### src/sv/pbre_pkg.sv
// shared constants and control types for the packbits row encoder
`timescale 1ns / 1ps

package pbre_pkg;

    localparam int MAX_PACKET = 128;
    localparam int OUT_LANES  = 8;

    localparam int BYTE_W    = 8;
    localparam int CODE_W    = 64;
    localparam int LANE_W    = 4;
    localparam int COUNT_W   = $clog2(MAX_PACKET + 2);
    localparam int ADDR_W    = $clog2(MAX_PACKET);
    localparam int COL_W     = 15;
    localparam int ROW_W     = 16;
    localparam int LEN_W     = 16;
    localparam int CFG_W     = 16;
    localparam int CFG_IDX_W = 1;

    localparam logic [CFG_IDX_W-1:0] REG_ROW_WIDTH       = 1'b0;
    localparam logic [CFG_IDX_W-1:0] REG_ROWS_IN_CHANNEL = 1'b1;

    typedef struct packed {
        logic accept;
        logic emit;
        logic sel_b;
    } pbre_cmd_t;

    typedef struct packed {
        logic new_has_a;
        logic has_b;
        logic byte_last;
        logic out_free;
    } pbre_status_t;

endpackage

### src/sv/pbre_ctrl.sv
// controller state machine sequencing byte intake and packet emission
`timescale 1ns / 1ps

module pbre_ctrl (
    input  logic                  clk,
    input  logic                  rst_n,
    input  logic                  in_valid,
    output logic                  in_stall,
    input  pbre_pkg::pbre_status_t status,
    output pbre_pkg::pbre_cmd_t    cmd
);

    typedef enum logic [1:0] {
        S_IDLE,
        S_EMIT_A,
        S_EMIT_B
    } state_t;

    state_t state_reg;
    state_t state_next;
    logic   in_stall_reg;
    logic   in_stall_next;

    always_comb
    begin
        cmd.accept = in_valid && (state_reg == S_IDLE);
        cmd.emit   = (state_reg != S_IDLE) && status.out_free;
        cmd.sel_b  = (state_reg == S_EMIT_B);
    end

    always_comb
    begin
        state_next = state_reg;
        unique case (state_reg)
            S_IDLE:
            begin
                if (cmd.accept && status.new_has_a)
                begin
                    state_next = S_EMIT_A;
                end
            end
            S_EMIT_A:
            begin
                if (cmd.emit && status.byte_last)
                begin
                    state_next = status.has_b ? S_EMIT_B : S_IDLE;
                end
            end
            S_EMIT_B:
            begin
                if (cmd.emit && status.byte_last)
                begin
                    state_next = S_IDLE;
                end
            end
            default:
            begin
                state_next = S_IDLE;
            end
        endcase
        in_stall_next = (state_next != S_IDLE);
    end

    always_ff @(posedge clk or negedge rst_n)
    begin
        if (!rst_n)
        begin
            state_reg    <= S_IDLE;
            in_stall_reg <= 1'b0;
        end
        else
        begin
            state_reg    <= state_next;
            in_stall_reg <= in_stall_next;
        end
    end

    assign in_stall = in_stall_reg;

endmodule

### src/sv/pbre_datapath.sv
// datapath: packet decisions, literal memory, word packing and output register
`timescale 1ns / 1ps

module pbre_datapath (
    input  logic                                clk,
    input  logic                                rst_n,
    input  pbre_pkg::pbre_cmd_t                  cmd,
    output pbre_pkg::pbre_status_t               status,
    input  logic                                cfg_write_en,
    input  logic [pbre_pkg::CFG_IDX_W-1:0]       cfg_index,
    input  logic [pbre_pkg::CFG_W-1:0]           cfg_data,
    input  logic [pbre_pkg::BYTE_W-1:0]          data_byte,
    output logic                                out_valid,
    input  logic                                out_stall,
    output logic [pbre_pkg::CODE_W-1:0]          code_bytes,
    output logic [pbre_pkg::LANE_W-1:0]          byte_count,
    output logic                                packet_end,
    output logic                                row_end,
    output logic [pbre_pkg::LEN_W-1:0]           row_code_length,
    output logic                                channel_end,
    output logic                                last
);

    localparam int COUNT_W = pbre_pkg::COUNT_W;
    localparam int ADDR_W  = pbre_pkg::ADDR_W;
    localparam int BYTE_W  = pbre_pkg::BYTE_W;
    localparam int LANE_W  = pbre_pkg::LANE_W;
    localparam int CODE_W  = pbre_pkg::CODE_W;
    localparam int COL_W   = pbre_pkg::COL_W;
    localparam int ROW_W   = pbre_pkg::ROW_W;
    localparam int LEN_W   = pbre_pkg::LEN_W;

    localparam logic [COUNT_W-1:0] PKT_MAX = COUNT_W'(pbre_pkg::MAX_PACKET);
    localparam logic [COUNT_W-1:0] LIT_CAP = COUNT_W'(pbre_pkg::MAX_PACKET - 1);
    localparam logic [COUNT_W-1:0] MIN_RUN = COUNT_W'(3);

    typedef enum logic [1:0] {
        MODE_IDLE,
        MODE_RUN,
        MODE_LIT
    } mode_t;

    typedef struct packed {
        logic               is_lit;
        logic [BYTE_W-1:0]  header;
        logic [BYTE_W-1:0]  value;
        logic [COUNT_W-1:0] len;
    } packet_t;

    function automatic packet_t run_packet(input logic [COUNT_W-1:0] n,
                                           input logic [BYTE_W-1:0] v);
        packet_t p;
        p.is_lit = 1'b0;
        p.header = BYTE_W'(9'd257 - 9'(n));
        p.value  = v;
        p.len    = COUNT_W'(2);
        return p;
    endfunction

    function automatic packet_t single_packet(input logic [BYTE_W-1:0] v);
        packet_t p;
        p.is_lit = 1'b0;
        p.header = '0;
        p.value  = v;
        p.len    = COUNT_W'(2);
        return p;
    endfunction

    function automatic packet_t pair_packet(input logic [BYTE_W-1:0] v);
        packet_t p;
        p.is_lit = 1'b0;
        p.header = BYTE_W'(1);
        p.value  = v;
        p.len    = COUNT_W'(3);
        return p;
    endfunction

    function automatic packet_t lit_packet(input logic [COUNT_W-1:0] n);
        packet_t p;
        p.is_lit = 1'b1;
        p.header = BYTE_W'(n - COUNT_W'(1));
        p.value  = '0;
        p.len    = COUNT_W'(n + COUNT_W'(1));
        return p;
    endfunction

    // configuration
    logic [COL_W-1:0]   row_width_reg;
    logic [ROW_W-1:0]   rows_reg;

    // coder state
    mode_t              mode_reg;
    mode_t              mode_next;
    logic [BYTE_W-1:0]  run_value_reg;
    logic [BYTE_W-1:0]  run_value_next;
    logic [COUNT_W-1:0] held_count_reg;
    logic [COUNT_W-1:0] held_count_next;
    logic [BYTE_W-1:0]  pending_byte_reg;
    logic [BYTE_W-1:0]  pending_byte_next;
    logic [BYTE_W-1:0]  lead_byte_reg;
    logic [BYTE_W-1:0]  lead_byte_next;
    logic [COL_W-1:0]   column_reg;
    logic [ROW_W-1:0]   row_index_reg;
    logic [LEN_W-1:0]   row_total_reg;

    // decided packets of the current byte
    packet_t            pkt_a_reg;
    packet_t            pkt_b_reg;
    logic               b_valid_reg;
    logic [LEN_W-1:0]   row_len_reg;
    logic               row_end_flag_reg;
    logic               chan_flag_reg;

    // emission
    logic [COUNT_W-1:0] ptr_reg;
    logic [COUNT_W-1:0] ptr_next;
    logic [LANE_W-1:0]  fill_reg;
    logic [CODE_W-1:0]  word_reg;
    logic               out_valid_reg;

    // literal memory
    logic [BYTE_W-1:0]  lit_mem [pbre_pkg::MAX_PACKET];
    logic [BYTE_W-1:0]  mem_rdata_reg;
    logic               mem_we;
    logic [ADDR_W-1:0]  mem_waddr;
    logic [BYTE_W-1:0]  mem_wdata;
    logic [ADDR_W-1:0]  mem_raddr;

    // decision wires
    logic               is_last;
    logic               chan_done;
    logic [COUNT_W-1:0] run_inc;
    logic [COUNT_W-1:0] lit_count;
    logic [COUNT_W-1:0] lit_inc;
    logic [COUNT_W-1:0] run_lit_count;
    packet_t            pkt_a;
    packet_t            pkt_b;
    logic               a_valid;
    logic               b_valid;
    logic [LEN_W-1:0]   row_len;

    // emission wires
    packet_t            cur_pkt;
    logic [BYTE_W-1:0]  cur_byte;
    logic               byte_last;
    logic               step_last;
    logic               flush;
    logic [CODE_W-1:0]  word_ins;
    logic [LANE_W-1:0]  fill_inc;
    logic               out_free;

    always_comb
    begin
        is_last   = (COL_W'(column_reg + COL_W'(1)) == row_width_reg);
        chan_done = (ROW_W'(row_index_reg + ROW_W'(1)) == rows_reg);
        run_inc   = COUNT_W'(held_count_reg + COUNT_W'(1));
        run_lit_count = (held_count_reg == '0) ? COUNT_W'(1) : held_count_reg;
        if (held_count_reg == '0)
        begin
            lit_count = COUNT_W'(1);
        end
        else if (held_count_reg > LIT_CAP)
        begin
            lit_count = LIT_CAP;
        end
        else
        begin
            lit_count = held_count_reg;
        end
        lit_inc = COUNT_W'(lit_count + COUNT_W'(1));

        mode_next         = mode_reg;
        run_value_next    = run_value_reg;
        held_count_next   = held_count_reg;
        pending_byte_next = pending_byte_reg;
        lead_byte_next    = lead_byte_reg;
        mem_we    = 1'b0;
        mem_waddr = '0;
        mem_wdata = '0;
        a_valid   = 1'b0;
        b_valid   = 1'b0;
        pkt_a     = '0;
        pkt_b     = '0;

        case (mode_reg)
            MODE_RUN:
            begin
                if (data_byte == run_value_reg)
                begin
                    if (run_inc >= PKT_MAX)
                    begin
                        a_valid   = 1'b1;
                        pkt_a     = run_packet(PKT_MAX, run_value_reg);
                        mode_next = MODE_IDLE;
                    end
                    else if (is_last)
                    begin
                        a_valid = 1'b1;
                        pkt_a   = (run_inc >= MIN_RUN) ? run_packet(run_inc, run_value_reg)
                                                       : pair_packet(run_value_reg);
                        mode_next = MODE_IDLE;
                    end
                    else
                    begin
                        held_count_next = run_inc;
                    end
                end
                else if (held_count_reg >= MIN_RUN)
                begin
                    a_valid = 1'b1;
                    pkt_a   = run_packet(held_count_reg, run_value_reg);
                    if (is_last)
                    begin
                        b_valid   = 1'b1;
                        pkt_b     = single_packet(data_byte);
                        mode_next = MODE_IDLE;
                    end
                    else
                    begin
                        mode_next       = MODE_RUN;
                        run_value_next  = data_byte;
                        held_count_next = COUNT_W'(1);
                    end
                end
                else
                begin
                    // first two literal bytes: entry zero in a register, entry one in memory
                    lead_byte_next = run_value_reg;
                    mem_we    = 1'b1;
                    mem_waddr = ADDR_W'(1);
                    mem_wdata = run_value_reg;
                    if (is_last)
                    begin
                        a_valid   = 1'b1;
                        pkt_a     = lit_packet(run_lit_count);
                        b_valid   = 1'b1;
                        pkt_b     = single_packet(data_byte);
                        mode_next = MODE_IDLE;
                    end
                    else
                    begin
                        mode_next         = MODE_LIT;
                        held_count_next   = run_lit_count;
                        pending_byte_next = data_byte;
                    end
                end
            end
            MODE_LIT:
            begin
                if (pending_byte_reg == data_byte)
                begin
                    a_valid = 1'b1;
                    pkt_a   = lit_packet(lit_count);
                    if (is_last)
                    begin
                        b_valid   = 1'b1;
                        pkt_b     = pair_packet(pending_byte_reg);
                        mode_next = MODE_IDLE;
                    end
                    else
                    begin
                        mode_next       = MODE_RUN;
                        run_value_next  = pending_byte_reg;
                        held_count_next = COUNT_W'(2);
                    end
                end
                else
                begin
                    mem_we    = 1'b1;
                    mem_waddr = lit_count[ADDR_W-1:0];
                    mem_wdata = pending_byte_reg;
                    if (lit_inc >= PKT_MAX || is_last)
                    begin
                        a_valid = 1'b1;
                        pkt_a   = lit_packet(lit_inc);
                        if (is_last)
                        begin
                            b_valid   = 1'b1;
                            pkt_b     = single_packet(data_byte);
                            mode_next = MODE_IDLE;
                        end
                        else
                        begin
                            mode_next       = MODE_RUN;
                            run_value_next  = data_byte;
                            held_count_next = COUNT_W'(1);
                        end
                    end
                    else
                    begin
                        held_count_next   = lit_inc;
                        pending_byte_next = data_byte;
                    end
                end
            end
            default:
            begin
                if (is_last)
                begin
                    a_valid   = 1'b1;
                    pkt_a     = single_packet(data_byte);
                    mode_next = MODE_IDLE;
                end
                else
                begin
                    mode_next       = MODE_RUN;
                    run_value_next  = data_byte;
                    held_count_next = COUNT_W'(1);
                end
            end
        endcase

        if (is_last)
        begin
            mode_next       = MODE_IDLE;
            held_count_next = '0;
        end

        row_len = LEN_W'(row_total_reg + LEN_W'(a_valid ? pkt_a.len : '0)
                         + LEN_W'(b_valid ? pkt_b.len : '0));
    end

    // byte emission and word packing
    always_comb
    begin
        cur_pkt   = cmd.sel_b ? pkt_b_reg : pkt_a_reg;
        byte_last = (COUNT_W'(ptr_reg + COUNT_W'(1)) == cur_pkt.len);
        step_last = byte_last && (cmd.sel_b || !b_valid_reg);
        if (ptr_reg == '0)
        begin
            cur_byte = cur_pkt.header;
        end
        else if (!cur_pkt.is_lit)
        begin
            cur_byte = cur_pkt.value;
        end
        else if (ptr_reg == COUNT_W'(1))
        begin
            cur_byte = lead_byte_reg;
        end
        else
        begin
            cur_byte = mem_rdata_reg;
        end

        word_ins = word_reg;
        for (int i = 0; i < pbre_pkg::OUT_LANES; i++)
        begin
            if (fill_reg == LANE_W'(i))
            begin
                word_ins[i*BYTE_W +: BYTE_W] = cur_byte;
            end
        end
        fill_inc = LANE_W'(fill_reg + LANE_W'(1));
        flush    = cmd.emit && (byte_last || fill_inc == LANE_W'(pbre_pkg::OUT_LANES));
        out_free = !out_valid_reg || !out_stall;

        if (cmd.accept)
        begin
            ptr_next = '0;
        end
        else if (cmd.emit)
        begin
            ptr_next = byte_last ? '0 : COUNT_W'(ptr_reg + COUNT_W'(1));
        end
        else
        begin
            ptr_next = ptr_reg;
        end
        // read one ahead so the data lines up with the pointer after the edge
        mem_raddr = ADDR_W'(ptr_next - COUNT_W'(1));
    end

    always_comb
    begin
        status.new_has_a = a_valid;
        status.has_b     = b_valid_reg;
        status.byte_last = byte_last;
        status.out_free  = out_free;
    end

    always_ff @(posedge clk)
    begin
        if (mem_we && cmd.accept)
        begin
            lit_mem[mem_waddr] <= mem_wdata;
        end
        mem_rdata_reg <= lit_mem[mem_raddr];
    end

    always_ff @(posedge clk or negedge rst_n)
    begin
        if (!rst_n)
        begin
            row_width_reg    <= COL_W'(1);
            rows_reg         <= ROW_W'(1);
            mode_reg         <= MODE_IDLE;
            run_value_reg    <= '0;
            held_count_reg   <= '0;
            pending_byte_reg <= '0;
            lead_byte_reg    <= '0;
            column_reg       <= '0;
            row_index_reg    <= '0;
            row_total_reg    <= '0;
            b_valid_reg      <= 1'b0;
            ptr_reg          <= '0;
            fill_reg         <= '0;
            word_reg         <= '0;
            out_valid_reg    <= 1'b0;
        end
        else
        begin
            if (cfg_write_en)
            begin
                unique case (cfg_index)
                    pbre_pkg::REG_ROW_WIDTH:       row_width_reg <= cfg_data[COL_W-1:0];
                    pbre_pkg::REG_ROWS_IN_CHANNEL: rows_reg      <= cfg_data[ROW_W-1:0];
                    default:                       rows_reg      <= rows_reg;
                endcase
            end

            if (cmd.accept)
            begin
                mode_reg         <= mode_next;
                run_value_reg    <= run_value_next;
                held_count_reg   <= held_count_next;
                pending_byte_reg <= pending_byte_next;
                lead_byte_reg    <= lead_byte_next;
                b_valid_reg      <= b_valid;
                if (is_last)
                begin
                    column_reg    <= '0;
                    row_total_reg <= '0;
                    row_index_reg <= chan_done ? '0 : ROW_W'(row_index_reg + ROW_W'(1));
                end
                else
                begin
                    column_reg    <= COL_W'(column_reg + COL_W'(1));
                    row_total_reg <= row_len;
                end
            end

            ptr_reg <= ptr_next;

            if (cmd.emit)
            begin
                if (flush)
                begin
                    fill_reg <= '0;
                    word_reg <= '0;
                end
                else
                begin
                    fill_reg <= fill_inc;
                    word_reg <= word_ins;
                end
            end

            if (flush)
            begin
                out_valid_reg <= 1'b1;
            end
            else if (!out_stall)
            begin
                out_valid_reg <= 1'b0;
            end
        end
    end

    // payload registers
    always_ff @(posedge clk)
    begin
        if (cmd.accept)
        begin
            pkt_a_reg        <= pkt_a;
            pkt_b_reg        <= pkt_b;
            row_len_reg      <= row_len;
            row_end_flag_reg <= is_last;
            chan_flag_reg    <= chan_done;
        end
        if (flush)
        begin
            code_bytes      <= word_ins;
            byte_count      <= fill_inc;
            packet_end      <= byte_last;
            last            <= step_last;
            row_end         <= step_last && row_end_flag_reg;
            row_code_length <= (step_last && row_end_flag_reg) ? row_len_reg : '0;
            channel_end     <= step_last && row_end_flag_reg && chan_flag_reg;
        end
    end

    assign out_valid = out_valid_reg;

endmodule

### src/sv/packbits_row_encoder_core.sv
// packbits row encoder: top level joining controller and datapath
// an input byte that closes no packet is taken without holding the input; one that
// closes packets then holds the input through in_stall while the byte-serial word packer
// emits the code bytes of its packets, and output stalls hold that emission
// throughput: one input byte per cycle inside runs and literals while in_stall is low
// reset clears control state and counters; the literal memory is not cleared
`timescale 1ns / 1ps

module packbits_row_encoder_core (
    input  logic                               clk,
    input  logic                               rst_n,
    input  logic                               cfg_write_en,
    input  logic [pbre_pkg::CFG_IDX_W-1:0]      cfg_index,
    input  logic [pbre_pkg::CFG_W-1:0]          cfg_data,
    input  logic                               in_valid,
    output logic                               in_stall,
    input  logic [pbre_pkg::BYTE_W-1:0]         data_byte,
    output logic                               out_valid,
    input  logic                               out_stall,
    output logic [pbre_pkg::CODE_W-1:0]         code_bytes,
    output logic [pbre_pkg::LANE_W-1:0]         byte_count,
    output logic                               packet_end,
    output logic                               row_end,
    output logic [pbre_pkg::LEN_W-1:0]          row_code_length,
    output logic                               channel_end,
    output logic                               last
);

    pbre_pkg::pbre_cmd_t    cmd;
    pbre_pkg::pbre_status_t status;

    pbre_ctrl u_ctrl (
        .clk      (clk),
        .rst_n    (rst_n),
        .in_valid (in_valid),
        .in_stall (in_stall),
        .status   (status),
        .cmd      (cmd)
    );

    pbre_datapath u_datapath (
        .clk             (clk),
        .rst_n           (rst_n),
        .cmd             (cmd),
        .status          (status),
        .cfg_write_en    (cfg_write_en),
        .cfg_index       (cfg_index),
        .cfg_data        (cfg_data),
        .data_byte       (data_byte),
        .out_valid       (out_valid),
        .out_stall       (out_stall),
        .code_bytes      (code_bytes),
        .byte_count      (byte_count),
        .packet_end      (packet_end),
        .row_end         (row_end),
        .row_code_length (row_code_length),
        .channel_end     (channel_end),
        .last            (last)
    );

`ifndef SYNTHESIS
    a_no_intake_while_emitting: assert property (
        @(posedge clk) disable iff (!rst_n)
        (in_valid && !in_stall) |-> !cmd.emit
    ) else $error("byte taken while packet emission in progress");

    a_row_end_closes_step: assert property (
        @(posedge clk) disable iff (!rst_n)
        (out_valid && row_end) |-> (last && packet_end)
    ) else $error("row end word is not the closing word of a packet");

    a_channel_end_on_row_end: assert property (
        @(posedge clk) disable iff (!rst_n)
        (out_valid && channel_end) |-> row_end
    ) else $error("channel end flagged without row end");

    a_byte_count_range: assert property (
        @(posedge clk) disable iff (!rst_n)
        out_valid |-> (byte_count != '0 &&
                       byte_count <= pbre_pkg::LANE_W'(pbre_pkg::OUT_LANES))
    ) else $error("byte count out of range");
`endif

endmodule
### config.mk
export PLATFORM = sky130hd
export DESIGN_NAME = packbits_row_encoder_core
export DESIGN_NICKNAME = d
export VERILOG_FILES = /design/src/sv/pbre_pkg.sv /design/src/sv/pbre_ctrl.sv /design/src/sv/pbre_datapath.sv /design/src/sv/packbits_row_encoder_core.sv
export SDC_FILE = /design/constraint.sdc
export NUM_CORES = 2
export LEC_CHECK = 0
export BUFFER_PORTS_ARGS = -buffer_cell sky130_fd_sc_hd__buf_4
export CORE_AREA = 2 2 331 333
export DETAILED_ROUTE_END_ITERATION = 8
export DIE_AREA = 0 0 333 335
export GPL_TIMING_DRIVEN = 0
export PLACE_DENSITY_LB_ADDON = 0.15
export REMOVE_ABC_BUFFERS = 1
export SLEW_MARGIN = 20
export SYNTH_ARGS = -nofsm -noshare
export SYNTH_HDL_FRONTEND = slang
export SYNTH_HIERARCHICAL = 1
export SYNTH_SLANG_ARGS = --single-unit
### constraint.sdc
create_clock -name clk -period 6.9 [get_ports clk]
set_input_delay 1.035 -clock clk [delete_from_list [all_inputs] [get_ports clk]]
set_output_delay 1.035 -clock clk [all_outputs]
set_load 0.01 [all_outputs]
==> summary.txt <==
Clocking
  • Worst-path clk slew: 0.06 ns
  • CTS max path bufs: 3
  • CTS sink count: 1,366
  • Clock latency reported for the late side of the worst-skew pair: 0.75 ns
  • Cts bufs inserted: 144
  • Number of buffers inserted for hold repair after clock tree synthesis: 0
  • Clk Tree Root Cell: sky130_fd_sc_hd__clkbuf_16
  • Depth of the CTS H-tree: 4
  • CTS tree: done

Global routing
  • GRT Total Usage: 0.2792
  • Antenna violations before repair: 4
  • GR Util met3: 0.04424
  • Via count of the first global-routing pass: 37,270
  • First-pass GRT wire length: 235,300 µm
  • Gr busiest metal: met2
  • Met1 routing resource usage after global routing: 0.4014
  • Met2 Use GR: 0.4332
  • Largest net degree at the start of global routing: 100
  • Remaining global-route overflow: 0

Placed design
  • Post-Place Cells: 6,094
  • Count of buffers from port buffering: 119
  • Setup slack at placement: -2.025 ns
  • RD Place Congestion: 0.8897
  • DPL Wire Length: 96,110 µm

Floorplanning
  • Die outline height: 335 µm
  • Number of top-level design ports: 120
  • Number of placement rows: 121
  • Area of the core: 0.1081 mm²
  • Horizontal die dimension: 333 µm
  • Initial standard-cell utilization of the core: 0.5468
  • Die Outline Area: 0.1116 mm²

Synthesis
  • Count of flip-flops with a built-in enable after synthesis: 1,165
  • Largest cells by area after synthesis: sky130_fd_sc_hd__edfxtp_1, sky130_fd_sc_hd__dfrtp_1, sky130_fd_sc_hd__nand2_1, sky130_fd_sc_hd__nand3_1, sky130_fd_sc_hd__mux2i_1
  • Main flop type after synthesis: sky130_fd_sc_hd__edfxtp_1
  • Mapped Area: 0.05911 mm²
  • Top cell types by occurrence after synthesis: sky130_fd_sc_hd__edfxtp_1, sky130_fd_sc_hd__nand2_1, sky130_fd_sc_hd__nor2_1
  • Register area share after synthesis: 0.6763
  • Distinct cell type count of the synthesized netlist: 91
  • Area share of the largest cell type after synthesis: 0.5919
  • Async SR Flop Fraction: 0.1413
  • Most frequent cell after synthesis: sky130_fd_sc_hd__edfxtp_1
  • Synthesis warning total: 6
  • Yosys top cell by area: sky130_fd_sc_hd__edfxtp_1
  • Count of state elements after synthesis: 1,366
  • Gate count after technology mapping: 4,782
  • Average size of a mapped cell: 12.36 µm²

Drt
  • Iteration-0 DRC Markers: 4,586
  • Via count: 39,490
  • DRC viols: 0
  • Remaining number of nets flagged by the antenna check after routing: 0
  • First drt pass iteration count: 5
  • WL per Instance: 24.60 µm
  • DR vias/cell: 6.193
  • Final routed wirelength across all metal layers: 156,800 µm

STA
  • Count of pins over their slew limit: 0
  • Tightest Pin Transition: 1.202 ns
  • Maximum clock rate: 147.5 MHz
  • Worst hold margin: 0.1554 ns
  • Final setup violating endpoints: 0
  • Skew final: 0.02066 ns
  • Final min period: 6.781 ns
  • Final Hold Violating Endpoints: 0
  • Total negative setup slack: 0 ns
  • Part of the cycle the worst path needs: 0.9828
  • Final Worst Setup Slack: 0.1188 ns
  • Worst slew margin relative to its limit: 0.1953

Setup path
  • Worst reg2reg endpoint: u_datapath/mem_rdata_reg[0]$_DFF_P_
  • Slack of the worst reg-to-reg path: 0.12 ns
  • Highest net fanout along the worst path: 25
  • Worst endpoint data arrival time: 7.35 ns
  • Worst setup SP type: flop
  • Required time of the worst setup path: 7.47 ns
  • Crit Path Category: reg -> reg
  • Start of the worst register-to-register path: u_ctrl/state_reg[1]$_DFF_PN0_
  • Reg2reg path depth: 25
  • Worst Setup End Kind: flop

Cells and area
  • Fraction of final layout cells with drive strength greater than 1: 0.1298
  • Number of standard cells in the layout, taps in and fillers out: 6,376
  • Final-stage net count: 4,920
  • Filler Cell Count: 8,202
  • Synthesis-to-finish area growth: 14.32%
  • Ant. Diodes: 0
  • Number of flip-flops in the largest register: 1,024

Status
  • Result of the run: completed

Hold path
  • Worst hold path type: in -> async

Flow run
  • # Max-Cap Violations: 0
==> layout make-up <==
class | count | area (µm²) | share of cell area
Clock inverter | 71 | 613.1 | 0.009073
Timing Repair inverter | 1 | 8.758 | 0.0001296
Multi-Input combinational cell | 3031 | 18060 | 0.2672
Inverter | 82 | 340.3 | 0.005036
Clock buffer | 190 | 3931 | 0.05818
Timing Repair Buffer | 221 | 2875 | 0.04255
Sequential cell | 1366 | 39980 | 0.5916
Tap cell | 1414 | 1769 | 0.02618
==> worst max path at each step <==
stage	start	endpoint	slack [ns]	cells after the start
floorplan	out_stall	u_datapath/mem_rdata_reg[1]$_DFF_P_	-11.53	17
global placement	out_stall	u_datapath/mem_rdata_reg[1]$_DFF_P_	-28.75	15
detailed placement	out_stall	u_datapath/mem_rdata_reg[6]$_DFF_P_	-2.02	24
CTS	u_ctrl/state_reg[0]$_DFF_PN0_	u_datapath/mem_rdata_reg[0]$_DFF_P_	0.007	23
global route	u_ctrl/state_reg[1]$_DFF_PN0_	u_datapath/mem_rdata_reg[0]$_DFF_P_	-0.03	25
finish	u_ctrl/state_reg[1]$_DFF_PN0_	u_datapath/mem_rdata_reg[0]$_DFF_P_	0.12	25
==> stage by stage <==
stage | area [µm²] | utilization
6_report | 67570 | 0.6251
5_1_grt | 67570 | 0.6251
4_1_cts | 67400 | 0.6236
3_5_place_dp | 62580 | 0.5789
3_3_place_gp | 60460 | 0.5593
2_1_floorplan | 57800 | -
==> timing repair <==
action,CTS,global route
buffers inserted,4,6
pin swaps,3,4
gates resized for setup,23,23
cloned,10,2
setup endpoints to repair,30,21
==> worst max-delay path, stage by stage, from the launching register on <==
cell and delay (ns):
sky130_fd_sc_hd__dfrtp_2 0.45, sky130_fd_sc_hd__nor2b_4 0.29, sky130_fd_sc_hd__mux2i_2 0.32, sky130_fd_sc_hd__xnor2_1 0.23, sky130_fd_sc_hd__nand3_2 0.16, sky130_fd_sc_hd__or4_4 0.64
sky130_fd_sc_hd__o211ai_1 0.19, sky130_fd_sc_hd__a21o_1 0.22, sky130_fd_sc_hd__ha_4 0.20, sky130_fd_sc_hd__nand2_1 0.07, sky130_fd_sc_hd__nand4b_1 0.16, sky130_fd_sc_hd__or4_1 0.48
sky130_fd_sc_hd__mux2i_4 0.30, sky130_fd_sc_hd__buf_4 0.17, sky130_fd_sc_hd__buf_4 0.21, sky130_fd_sc_hd__nor2_4 0.16, sky130_fd_sc_hd__buf_12 0.21, sky130_fd_sc_hd__buf_16 0.18
sky130_fd_sc_hd__buf_16 0.17, sky130_fd_sc_hd__buf_16 0.17, sky130_fd_sc_hd__nand2_1 0.07, sky130_fd_sc_hd__nand3_1 0.09, sky130_fd_sc_hd__nand3_1 0.12, sky130_fd_sc_hd__nand3_1 0.16
sky130_fd_sc_hd__a211oi_1 0.94, sky130_fd_sc_hd__nor4bb_2 0.18
==> metal layers <==
| layer | part of all wire | vias to the layer above |
|---|---|---|
| met5 | 0.000077 | - |
| met4 | 0.034 | 2 |
| met3 | 0.081 | 291 |
| met2 | 0.46 | 1703 |
| met1 | 0.42 | 19730 |
| li1 | - | 17760 |
==> logic make-up after synthesis <==
kind of cell    after synthesis  share of synthesized area
simple gates               1929                     0.1443
flops                      1366                     0.6763
compound gates              704                    0.07946
buf+inv                     392                    0.02741
mux                         237                    0.04655
xor+xnor                    111                    0.01645
fa+ha+maj                    43                   0.009483
==> cell usage in the layout (no fill, tap or decap), types with 67 or more instances in the layout <==
cell,instances
sky130_fd_sc_hd__edfxtp_1,1165
sky130_fd_sc_hd__nand2_1,888
sky130_fd_sc_hd__nand3_1,338
sky130_fd_sc_hd__nor2_1,335
sky130_fd_sc_hd__dfrtp_1,188
sky130_fd_sc_hd__o21ai_0,171
sky130_fd_sc_hd__clkbuf_16,149
sky130_fd_sc_hd__mux2i_1,148
sky130_fd_sc_hd__buf_4,137
sky130_fd_sc_hd__a21oi_1,128
sky130_fd_sc_hd__inv_1,75
sky130_fd_sc_hd__a31oi_1,73
sky130_fd_sc_hd__nor3_1,68
sky130_fd_sc_hd__nand4_1,67
Power is left out: the tool's default activity adds up to more than one toggle a clock period on the data nets, which glitch-free logic cannot reach.
